--- config.mk ---
export PLATFORM = sky130hd
export DESIGN_NAME = led_matrix_scroll_serializer
export DESIGN_NICKNAME = d
export VERILOG_FILES = /design/src/rtl/lms_pkg.sv /design/src/rtl/lms_frame.sv /design/src/rtl/lms_bitsel.sv /design/src/rtl/lms_seq.sv /design/src/rtl/led_matrix_scroll_serializer.sv
export SDC_FILE = /design/constraint.sdc
export NUM_CORES = 1
export LEC_CHECK = 0
export ABC_AREA = 1
export BUFFER_PORTS_ARGS = -buffer_cell sky130_fd_sc_hd__buf_4
export CAP_MARGIN = 20
export CORE_ASPECT_RATIO = 1.75
export CORE_MARGIN = 4
export CORE_UTILIZATION = 48
export DETAILED_ROUTE_END_ITERATION = 7
export PLACE_DENSITY = 0.72
export SYNTH_ARGS = -nofsm -noshare
export SYNTH_HDL_FRONTEND = slang
export SYNTH_SLANG_ARGS = --single-unit
--- constraint.sdc ---
create_clock -name clk -period 3 [get_ports clk]
set_clock_uncertainty 0.1 [all_clocks]
set_input_delay 0.6 -clock clk [delete_from_list [all_inputs] [get_ports clk]]
set_output_delay 0.6 -clock clk [all_outputs]
set_load 0.01 [all_outputs]
--- src/rtl/lms_pkg.sv ---
package lms_pkg;

  localparam int NUM_PLANES = 3;
  localparam int NUM_ROWS   = 8;
  localparam int NUM_WORDS  = NUM_PLANES * NUM_ROWS;
  localparam int WORD_W     = 16;
  localparam int FRAME_BITS = 64;
  localparam int IDX_W      = 6;
  localparam int NUM_LINES  = 6;

  // command codes
  localparam logic [1:0] CMD_APPEND = 2'd0;
  localparam logic [1:0] CMD_WRITE  = 2'd1;
  localparam logic [1:0] CMD_REDRAW = 2'd2;
  localparam logic [1:0] CMD_CLEAR  = 2'd3;

  // unused plane code for write row
  localparam logic [1:0] PLANE_NONE = 2'd3;

  localparam logic [IDX_W-1:0] LAST_IDX = IDX_W'(FRAME_BITS - 1);

  typedef struct packed {
    logic [1:0]  cmd;
    logic [7:0]  red_col;
    logic [7:0]  green_col;
    logic [7:0]  blue_col;
    logic [1:0]  color_sel;
    logic [2:0]  row_sel;
    logic [15:0] row_value;
  } in_item_t;

  typedef struct packed {
    logic             red_upper;
    logic             red_lower;
    logic             green_upper;
    logic             green_lower;
    logic             blue_upper;
    logic             blue_lower;
    logic [IDX_W-1:0] shift_index;
    logic             latch;
  } out_item_t;

  // word index = plane * 8 + row
  typedef logic [NUM_WORDS-1:0][WORD_W-1:0] frame_t;

  typedef struct packed {
    logic append;
    logic write;
    logic clear;
  } frame_ctl_t;

endpackage

--- src/rtl/lms_frame.sv ---
module lms_frame (
  input  logic               clk,
  input  logic               rst,
  input  lms_pkg::frame_ctl_t ctl,
  input  lms_pkg::in_item_t  item,
  output lms_pkg::frame_t    frame
);
  import lms_pkg::*;

  logic [NUM_PLANES-1:0][7:0] cols;

  assign cols[0] = item.red_col;
  assign cols[1] = item.green_col;
  assign cols[2] = item.blue_col;

  always_ff @(posedge clk) begin
    if (rst || ctl.clear) begin
      frame <= '0;
    end else if (ctl.append) begin
      // every row shifts left, column bit r enters at bit 0 of row r
      for (int p = 0; p < NUM_PLANES; p++) begin
        for (int r = 0; r < NUM_ROWS; r++) begin
          frame[p*NUM_ROWS + r] <= {frame[p*NUM_ROWS + r][WORD_W-2:0], cols[p][r]};
        end
      end
    end else if (ctl.write && item.color_sel != PLANE_NONE) begin
      frame[{item.color_sel, item.row_sel}] <= item.row_value;
    end
  end

endmodule

--- src/rtl/lms_bitsel.sv ---
module lms_bitsel (
  input  lms_pkg::frame_t                     frame,
  input  logic [lms_pkg::IDX_W-1:0]           idx,
  output logic [lms_pkg::NUM_LINES-1:0]       lines
);
  import lms_pkg::*;

  // idx[3:2] picks the row inside a half, {idx[5:4],idx[1:0]} counts
  // down from bit 15 of that row (nibble group high to low, MSB first)
  always_comb begin
    logic [4:0] widx;
    logic [3:0] bpos;
    bpos = ~{idx[5:4], idx[1:0]};
    lines = '0;
    for (int p = 0; p < NUM_PLANES; p++) begin
      for (int h = 0; h < 2; h++) begin
        widx = 5'(p*NUM_ROWS + h*4) | {3'b000, idx[3:2]};
        lines[p*2 + h] = frame[widx][bpos];
      end
    end
  end

endmodule

--- src/rtl/lms_seq.sv ---
module lms_seq (
  input  logic                      clk,
  input  logic                      rst,
  input  logic                      start,
  input  logic [1:0]                cmd,
  output logic                      busy,
  output lms_pkg::frame_ctl_t       ctl,
  output logic                      active,
  output logic [lms_pkg::IDX_W-1:0] idx
);
  import lms_pkg::*;

  typedef enum logic [1:0] {
    ST_IDLE   = 2'b01,
    ST_STREAM = 2'b10
  } state_t;

  state_t state;
  state_t state_next;
  logic   accept;

  assign busy   = (state == ST_STREAM);
  assign active = busy;
  assign accept = start && !busy;

  assign ctl.append = accept && (cmd == CMD_APPEND);
  assign ctl.write  = accept && (cmd == CMD_WRITE);
  assign ctl.clear  = accept && (cmd == CMD_CLEAR);

  always_comb begin
    state_next = state;
    case (state)
      ST_IDLE: begin
        if (accept && cmd != CMD_WRITE) state_next = ST_STREAM;
      end
      ST_STREAM: begin
        if (idx == LAST_IDX) state_next = ST_IDLE;
      end
      default: state_next = ST_IDLE;
    endcase
  end

  always_ff @(posedge clk) begin
    if (rst) begin
      state <= ST_IDLE;
      idx   <= '0;
    end else begin
      state <= state_next;
      if (state == ST_STREAM) begin
        idx <= idx + IDX_W'(1);
      end else begin
        idx <= '0;
      end
    end
  end

endmodule

--- src/rtl/led_matrix_scroll_serializer.sv ---
// Channel | Handshake         | Payload              | Notes
// --------+-------------------+----------------------+------------------------------
// in      | start, busy       | item   (in_item_t)   | taken when start && !busy
// out     | strobe            | result (out_item_t)  | one cycle per result, no stall
//
// Append, redraw and clear each stream the frame: any frame update lands
// at the accepting edge, then the bit counter walks 64 positions, one result
// per cycle out of the output register. busy drops in the cycle that shows
// the last (latch) result, so the next item may be taken then.
// Write row acts at the accepting edge and gives no result; busy stays low.
// Reset is synchronous and zeroes the frame and the sequencer.
// The receiver cannot hold results off; the block never waits on it.
module led_matrix_scroll_serializer (
  input  logic               clk,
  input  logic               rst,
  input  logic               start,
  output logic               busy,
  input  lms_pkg::in_item_t  item,
  output logic               strobe,
  output lms_pkg::out_item_t result
);
  import lms_pkg::*;

  frame_ctl_t             ctl;
  frame_t                 frame;
  logic                   active;
  logic [IDX_W-1:0]       idx;
  logic [NUM_LINES-1:0]   lines;

  // command decode and bit counter
  lms_seq u_seq (
    .clk    (clk),
    .rst    (rst),
    .start  (start),
    .cmd    (item.cmd),
    .busy   (busy),
    .ctl    (ctl),
    .active (active),
    .idx    (idx)
  );

  // 24 x 16 frame; append/write/clear act at the accepting edge
  lms_frame u_frame (
    .clk   (clk),
    .rst   (rst),
    .ctl   (ctl),
    .item  (item),
    .frame (frame)
  );

  // shared selector, reused every bit clock to pick the six data bits
  lms_bitsel u_bitsel (
    .frame (frame),
    .idx   (idx),
    .lines (lines)
  );

  // output register: strobe is control, payload is loaded without reset
  always_ff @(posedge clk) begin
    if (rst) begin
      strobe <= 1'b0;
    end else begin
      strobe <= active;
    end
  end

  always_ff @(posedge clk) begin
    if (active) begin
      result.red_upper   <= lines[0];
      result.red_lower   <= lines[1];
      result.green_upper <= lines[2];
      result.green_lower <= lines[3];
      result.blue_upper  <= lines[4];
      result.blue_lower  <= lines[5];
      result.shift_index <= idx;
      result.latch       <= (idx == LAST_IDX);
    end
  end

endmodule

# Yosys cells after proc, flatten, opt, wreduce, memory -nomap -nowiden
# Cells that the tools add are included.
# Widths: inputs -> output; s select.
totals:
  ff_bits: 406
  latchBits: 0
  mem_bits_rw: 0
  rom_bits: 0
  in_bits: 50
  out_inout_bits: 15
  elab_cells: 101
  mem_count: 0
classes:
  n_addsub: 1
  mul: 0
  div: 0
  order_cmp: 9
  n_eq_ne: 9
  n_shift: 0
  mux: 32
  n_bitwise: 2
  n_reduce_logical: 13
ops:
  columns: ["operator", "count"]
  rows:
  - ["$mux 384", 2]
  - ["$bwmux 384", 1]
  - ["$bmux 16 s2", 6]
  - ["$mux 16", 7]
  - ["$demux 16 s5", 1]
  - ["$bmux 1 s4", 6]
  - ["$lt 5x6->1 const B", 3]
  - ["$lt 4x6->1 const B", 2]
  - ["$logic_and 1x1->1", 7]
  - ["$add 6x1->6 const B", 1]
  - ["$eq 6x6->1 const B", 1]
  - ["$lt 2x6->1 const B", 1]
  - ["$lt 3x6->1 const B", 1]
  - ["$mux 1", 6]
  - ["$ne 2x1->1 const B", 3]
  - ["$ge 5x1->1 const B", 1]
  - ["$lt 4x5->1 const B", 1]
  - ["$eq 2x1->1 const B", 2]
  - ["$eq 2x2->1 const B", 2]
  - ["$mux 2", 2]
  - ["$not 4->4", 1]
  - ["$pmux 2 s2", 1]
  - ["$logic_not 2->1", 1]
  - ["$ne 2x2->1 const B", 1]
  - ["other kinds (6)", 6]

# Logic depth before layout (Yosys ltp)
# Gate-level depths: netlist of run 1.
logic_depth:
  word_depth: 7
  ltp_mapped: 12
  mapped_depth_nobuf: 9

# Modules after synthesis
# Synthesis of run 1 repeated with hierarchy kept, for this count alone.
hier_totals:
  hier_cells: 4792
  hier_area_um2: 26339.0
by_module_without_submodules:
  columns: ["mod", "instances", "cells_each", "area_each_um2", "seq_area_each_um2"]
  rows:
  - ["lms_frame", 1, 3821, 21633.2, 7687.4]
  - ["lms_bitsel", 1, 896, 3891.2, 0.0]
  - ["led_matrix_scroll_serializer", 1, 23, 446.7, 410.4]
  - ["lms_seq", 1, 52, 367.9, 160.2]

# Worst setup path after synthesis of run 1
# No wires, ideal clock.
synth_path:
  path_kind: "input -> register"
  startpoint: "input item[18] in the netlist's numbering"
  endpoint: "register u_frame.frame[69] in the netlist's numbering"
  setup_time_ns: 0.118
  arrival_ns: 1.799
  required_time_ns: 2.782
  setup_slack_ns: 0.983
  cell_stages: 8
  n_path_buf: 3
  path_cell_list: "clkbuf_2 > buf_2 > nand3_1 > nand2_1 > nand2_2 > clkbuf_1 > nor3_1 > nor2_1"
synth_via:
  elab_chain_len: 7
  word_cells_on_any_way: 8
  cone_classes: "order compare: 2; mux: 5; reduce/logical: 1"
synth_rtl:
  columns: ["item", "line", "source"]
  rows:
  - ["from (decl)", "led_matrix_scroll_serializer.sv:18", "input lms_pkg::in_item_t item,"]
  - ["$lt 5x6->1 (implied by the code) or $ge 5x1->1 (tied branches)", "lms_frame.sv:27", "frame[{item.color_sel, item.row_sel}] <= item.row_value;"]
  - ["$logic_and 1x1->1 (implied by the code)", "lms_frame.sv:27", null]
  - ["$mux 16 (implied by the code)", "lms_frame.sv:27", null]
  - ["$demux 16 s5 (*)", null, null]
  - ["$bwmux 384 (*)", "lms_frame.sv:27", null]
  - ["$mux 384 (*)", "lms_frame.sv:26", "end else if (ctl.write && item.color_sel != PLANE_NONE) begin"]
  - ["$mux 384 (*)", "lms_frame.sv:19", "end else if (ctl.append) begin"]
  - ["to (signal, indexed assignment)", "lms_frame.sv:23", "frame[p*NUM_ROWS + r] <= {frame[p*NUM_ROWS + r][WORD_W-2:0], cols[p][r]};"]
  - ["to (signal, indexed assignment)", "lms_frame.sv:27", null]
  - ["to (decl)", "lms_frame.sv:6", "output lms_pkg::frame_t frame"]
# Mark *: on every way between the ends. The rest lies on a longest branch, timed or not. The select of a mux whose other input is x is not followed.
# A chain may end at the register's enable or synchronous reset.

# Worst setup path in the final report of run 1
layout_path:
  startpoint: "register u_seq.idx[3] in the netlist's numbering"
  endpoint: "register result[12] in the netlist's numbering, data pin"
layout_via:
  elab_chain_len: 4
layout_rtl:
  columns: ["item", "line", "source"]
  rows:
  - ["from (decl)", "lms_seq.sv:9", "output logic [lms_pkg::IDX_W-1:0] idx"]
  - ["from (signal assigned)", "lms_seq.sv:50", "idx <= idx + IDX_W'(1);"]
  - ["$bmux 16 s2", "lms_bitsel.sv:18", "lines[p*2 + h] = frame[widx][bpos];"]
  - ["$mux 16 (implied by the code)", "lms_bitsel.sv:18", null]
  - ["$bmux 1 s4", "lms_bitsel.sv:18", null]
  - ["$mux 1 (implied by the code)", "lms_bitsel.sv:18", null]
  - ["net lines[0]", "led_matrix_scroll_serializer.sv:28", "logic [NUM_LINES-1:0] lines;"]
  - ["to (decl)", "led_matrix_scroll_serializer.sv:20", "output lms_pkg::out_item_t result"]
# The timed path passes the listed nets, and every way through them passes these cells. The select of a mux whose other input is x is not followed.

==> results.json, run 1 <==
{
  "status": "complete, no violations",
  "rows": 108,
  "final-hold-violation-count": 0,
  "grt_pass1_wl_um": 128800,
  "critPathArrivalTime_ns": 2.48,
  "cp-start-kind": "register",
  "nNetsFinal": 3938,
  "dp_hpwl_um": 48220,
  "ys_ff_latch": 406,
  "cts_tree": "built",
  "p_per_area_nw_per_um2": 479.0,
  "drt_iter0_markers": 3063,
  "netlist_area_um2": 23960,
  "crit_fanout": 43,
  "yosysTopAreaCellShare_pct": 32.84,
  "start_util_pct": 48.45,
  "gp_congestion": 0.8527,
  "synthTopCellsByArea": "dfxtp_1 33%, nor2_1 15%, nor3_1 12%",
  "syn_nets": 4032,
  "cts.clk_slew.worst_paths_ns": 0.07,
  "hp-class": "input pin to register",
  "grtUsageMet1_pct": 36.24,
  "synth_top_family_by_area": "simple AND/OR/NAND/NOR gates",
  "synth_xor_area_share_pct": 0,
  "slew-limit-headroom_pct": 23.55,
  "clock_latency_ns": 0.56,
  "rsz0062_at_grt": "false",
  "use_met2_pct": 49.68,
  "grt_pass1_vias": 23600,
  "cts_resized": 0,
  "synth_edf_count": 13,
  "syn_area_per_cell_um2": 6.019,
  "core_area_um2": 49460,
  "syn_to_final_growth_pct": 9.561,
  "async_flop_share_pct": 0,
  "cts.sinks": 406,
  "drc": 0,
  "die_height_um": 303.6,
  "top_usage_layer": "met2",
  "routedWlPerCell_um": 17.91,
  "post-route-period-util_pct": 77.33,
  "p_leak_nw": 10.12,
  "synth_cells": 3981,
  "cts_root_buffer": "clkbuf_16",
  "cts-hold-fix-buffers": 0,
  "ant_nets": 0,
  "final_max_slew_viol_count": 0,
  "htree_levels": 2,
  "port_buffers": 64,
  "layout-drive-gt1-share_pct": 7.940,
  "cp-end-kind": "register",
  "setup_tns_ns": 0,
  "routed_wl_um": 81990,
  "die_w_um": 176.9,
  "grt_remaining_overflow": 0,
  "irDropWorstVdd_mv": 0.3329,
  "utilization_pct": 53.08,
  "ys.flop_type": "dfxtp_1",
  "synth_most_common_cell": "nor2_1",
  "synth_compound_area_share_pct": 8.157,
  "ys.warnings.count": 0,
  "cts_setup_buffers": 0,
  "diodes": 0,
  "viasPerCell": 5.579,
  "met3_usage_pct": 3.306,
  "vias": 25540,
  "io_pins": 65,
  "drv_cap": 0,
  "synthMuxAreaShare_pct": 0,
  "final.min_clock_period_ns": 2.320,
  "tightestPinTransition_ns": 1.145,
  "dr.pass1.iters": 6,
  "synth_largest_area_cell": "dfxtp_1",
  "rrSetupSlack_ns": 0.68,
  "synth_commonest_cells": "970 x nor2_1, 579 x nor3_1, 520 x nand2_1",
  "grt_max_degree": 193,
  "worst_hold_slack_ns": 0.1368,
  "antenna_found_initial": 0,
  "synth-simple-area-share_pct": 44.58,
  "critPathKind": "register to register",
  "ys_types": 28,
  "synth_fa_ha_area_share_pct": 0.05222,
  "cp.required_ns": 3.16,
  "clock_path_buffers": 3,
  "max_freq_mhz": 431.0,
  "grt_use_total_pct": 29.50,
  "ys_seq_area_share_pct": 34.46,
  "finalSetupViolations": 0,
  "die_area_um2": 53700,
  "cts_made_buffers": 39
}
layout by cell type, fill, tap and decap left out, types with 3 or more instances in the layout:
| master | n |
|---|---|
| nor2_1 | 970 |
| nor3_1 | 578 |
| nand2_1 | 520 |
| inv_1 | 401 |
| dfxtp_1 | 390 |
| nand3_1 | 328 |
| a21oi_1 | 194 |
| o21ai_0 | 188 |
| buf_4 | 139 |
| clkbuf_16 | 41 |
| nand2_2 | 31 |
| buf_12 | 28 |
| nand3_2 | 22 |
| inv_2 | 14 |
| edfxtp_1 | 13 |
| clkbuf_1 | 12 |
| clkinv_2 | 7 |
| o21ai_1 | 7 |
| nand2_4 | 5 |
| bufinv_16 | 4 |
| clkbuf_8 | 4 |
| nor2_4 | 3 |
| nor2_2 | 3 |
report_power, final:
group	leakage, nW	internal (mW)	switching, mW
sequential	3.32	5.63	0.160
clock	0.640	2.96	2.29
combinational	6.17	0.471	1.06
total	10.1	9.06	3.51
layer usage:
layer / vias to the layer above / part of all wire [%]
met5: - / 0
met4: 0 / 6.8
met3: 294 / 7.1
met2: 1085 / 48
met1: 11690 / 38
li1: 12470 / -
worst max-delay path, cell delays in order, from the launching register on:
cell	delay (ns)
dfxtp_4	0.57
buf_4	0.52
nand3_1	0.22
nand3_1	0.13
nand2_1	0.07
nand2_1	0.06
nand3_1	0.09
nand3_1	0.09
nand2_1	0.16
kinds of logic after synthesis:
family                     after synthesis
AOI/OAI and AO/OA                      390
adders and majority gates                1
buffers and inverters                  720
DFF                                    406
and+or+nand+nor                       2464
sequential cells by signal, summed over array words and instances, names as in the netlist:
signal         count
u_seq.state        2
strobe             1
u_frame.frame    384
result            13
u_seq.idx          6
metrics by stage:
| stage | area (um2) | total power [mW] | setup slack, ns | cells |
|---|---|---|---|---|
| 4_1_cts | 26250 | 12.60 | 0.7179 | 4577 |
| 6_report | 26250 | 12.58 | 0.6800 | 4577 |
| 2_1_floorplan | 23960 | 6.870 | 0.9830 | 3981 |
| 3_3_place_gp | 24950 | 7.398 | 0.4375 | 4506 |
| 5_1_grt | 26250 | 12.98 | 0.4572 | 4577 |
| 3_5_place_dp | 24950 | 7.413 | 0.4231 | 4506 |
final cells by class:
cell class	instances	area (um2)
Timing Repair Buffer	167	1604
Fill cell	5090	23210
Clock inverter	14	175.2
Multi-Input combinational cell	2855	12680
Tap cell	660	825.8
Clock buffer	57	1126
Inverter	418	1578
Sequential cell	406	8267
path summary, 6_finish.rpt:
check	end	depth (start not counted)	startpoint
setup / recovery	result[12]	8	u_seq.idx[3]
hold / removal	u_seq.state[1]	2	rst
setup reg to reg	result[12]	8	u_seq.idx[3]
hold reg to reg	u_frame.frame[15]	2	u_frame.frame[15]
(Power assumes the default switching activity.)
==> inputs of run 2 (changes only) <==
==> constraint.sdc (replaced) <==
create_clock -name clk -period 2.3 [get_ports clk]
set_clock_uncertainty 0.1 [all_clocks]
set_input_delay 0.46 -clock clk [delete_from_list [all_inputs] [get_ports clk]]
set_output_delay 0.46 -clock clk [all_outputs]
set_load 0.01 [all_outputs]
==> results.json, run 2 (synthesized netlist as in run 1, its figures left out) <==
{
  "routedWlPerCell_um": 17.57,
  "routed_wl_um": 80980,
  "postPlaceCellArea_um2": 25330,
  "grt_pass1_vias": 23300,
  "grt_pass1_wl_um": 127800,
  "top_regs": "u_frame.frame x384, result x13, u_seq.idx x6",
  "slew-limit-headroom_pct": 22.05,
  "grt_use_total_pct": 29.27,
  "die_height_um": 303.6,
  "cts.clk_slew.worst_paths_ns": 0.07,
  "fin_cells": 4608,
  "power_mw": 16.36,
  "max_freq_mhz": 468.5,
  "core_area_um2": 49460,
  "htree_levels": 2,
  "critPathKind": "register to register",
  "post-route-period-util_pct": 92.81,
  "cts.sinks": 406,
  "cts_made_buffers": 40,
  "seq_area_um2": 8267,
  "layout-drive-gt1-share_pct": 8.739,
  "p_leak_nw": 10.31,
  "crit_fanout": 123,
  "finalWorstSetupSlack_ns": 0.1653,
  "dr.pass1.iters": 6,
  "clock_path_buffers": 3,
  "place_inst": 4537,
  "hp-class": "input pin to register",
  "cts_root_buffer": "clkbuf_16",
  "worst_hold_slack_ns": 0.1636,
  "drv_cap": 0,
  "antenna_found_initial": 0,
  "critPathArrivalTime_ns": 2.47,
  "multiInputGateArea_um2": 12680,
  "rrSetupSlack_ns": 0.17,
  "final_max_slew_viol_count": 0,
  "dp_worst_setup_slack_ns": -0.03274,
  "cts_setup_buffers": 0,
  "status": "complete, no violations",
  "ant_nets": 0,
  "final-hold-violation-count": 0,
  "diodes": 0,
  "cp.required_ns": 2.64,
  "dp_hpwl_um": 49340,
  "grt_remaining_overflow": 0,
  "final.fill_count": 5053,
  "drt_iter0_markers": 2915,
  "rows": 108,
  "largest_register_ffs": 384,
  "gp_congestion": 0.9246,
  "drc": 0,
  "final_common_cell": "nor2_1",
  "setup_tns_ns": 0,
  "final.min_clock_period_ns": 2.135,
  "tightestPinTransition_ns": 1.168,
  "start_util_pct": 48.45,
  "syn_to_final_growth_pct": 11.26,
  "top_register": "u_frame.frame",
  "grt_max_degree": 124,
  "finalSetupViolations": 0,
  "design_area_um2": 26660,
  "final_cell_mix": "970 x nor2_1, 578 x nor3_1, 520 x nand2_1",
  "irDropWorstVdd_mv": 0.4222,
  "p_per_area_nw_per_um2": 613.5,
  "cts_tree": "built",
  "cp-end-kind": "register",
  "io_pins": 65,
  "clock_latency_ns": 0.56,
  "vias": 25580,
  "cp-start-kind": "register",
  "viasPerCell": 5.552,
  "die_w_um": 176.9,
  "die_area_um2": 53700,
  "nNetsFinal": 3971,
  "rsz0062_at_grt": "false",
  "port_buffers": 64,
  "utilization_pct": 53.90
}
[run 2: cell types whose count changed in the layout (fill, tap and decap cells not counted), moves of 3 or more]
| cell | delta |
|---|---|
| buf_12 | +11 |
| clkinvlp_4 | +6 |
| buf_4 | +16 |
| buf_6 | +3 |
[run 2: per-layer routing]
| metal | wire [um] | track usage (%) |
|---|---|---|
| met1 | 31140 | 35.60 |
| met2 | 38270 | 48.91 |
| met3 | 5480 | 3.120 |
| met4 | 6096 | 19.28 |
| met5 | 0 | 0 |
[run 2: critical path, cell delays in order, from the launching register on]
cell and delay [ns]:
dfxtp_1 0.34, nand2_2 0.11, nand4_4 0.11, buf_12 0.36, buf_16 0.41, nor2_1 0.11
nor3_1 0.19, nor2_1 0.06
[run 2: what timing repair did]
item                       4_1_cts  5_1_grt
hold buffers                     1        0
gates resized for setup          0        6
hold endpoints to repair         2        0
setup endpoints to repair        0       16
[run 2: final timing paths]
kind / start / endpoint / cells after the start
max: u_seq.state[1] / u_frame.frame[105] / 7
min: item[21] / u_frame.frame[256] / 5
max reg2reg: u_seq.state[1] / u_frame.frame[105] / 7
min reg2reg: u_frame.frame[159] / u_frame.frame[159] / 2
[run 2: cell type report]
class | count | area share [%]
repair buffers | 199 | 7.561
flip-flops and latches | 406 | 31.01
clock inverters | 10 | 0.4130
clock buffers | 60 | 4.421
multi-input cells | 2855 | 47.55
inverters | 418 | 5.947
well taps | 660 | 3.098
[run 2: power breakdown]
group          leakage [nW]  switching (mW)  internal (mW)
clock network         0.619            2.98           3.77
logic                  6.37            1.39          0.664
registers              3.32           0.208           7.34
total                  10.3            4.57           11.8
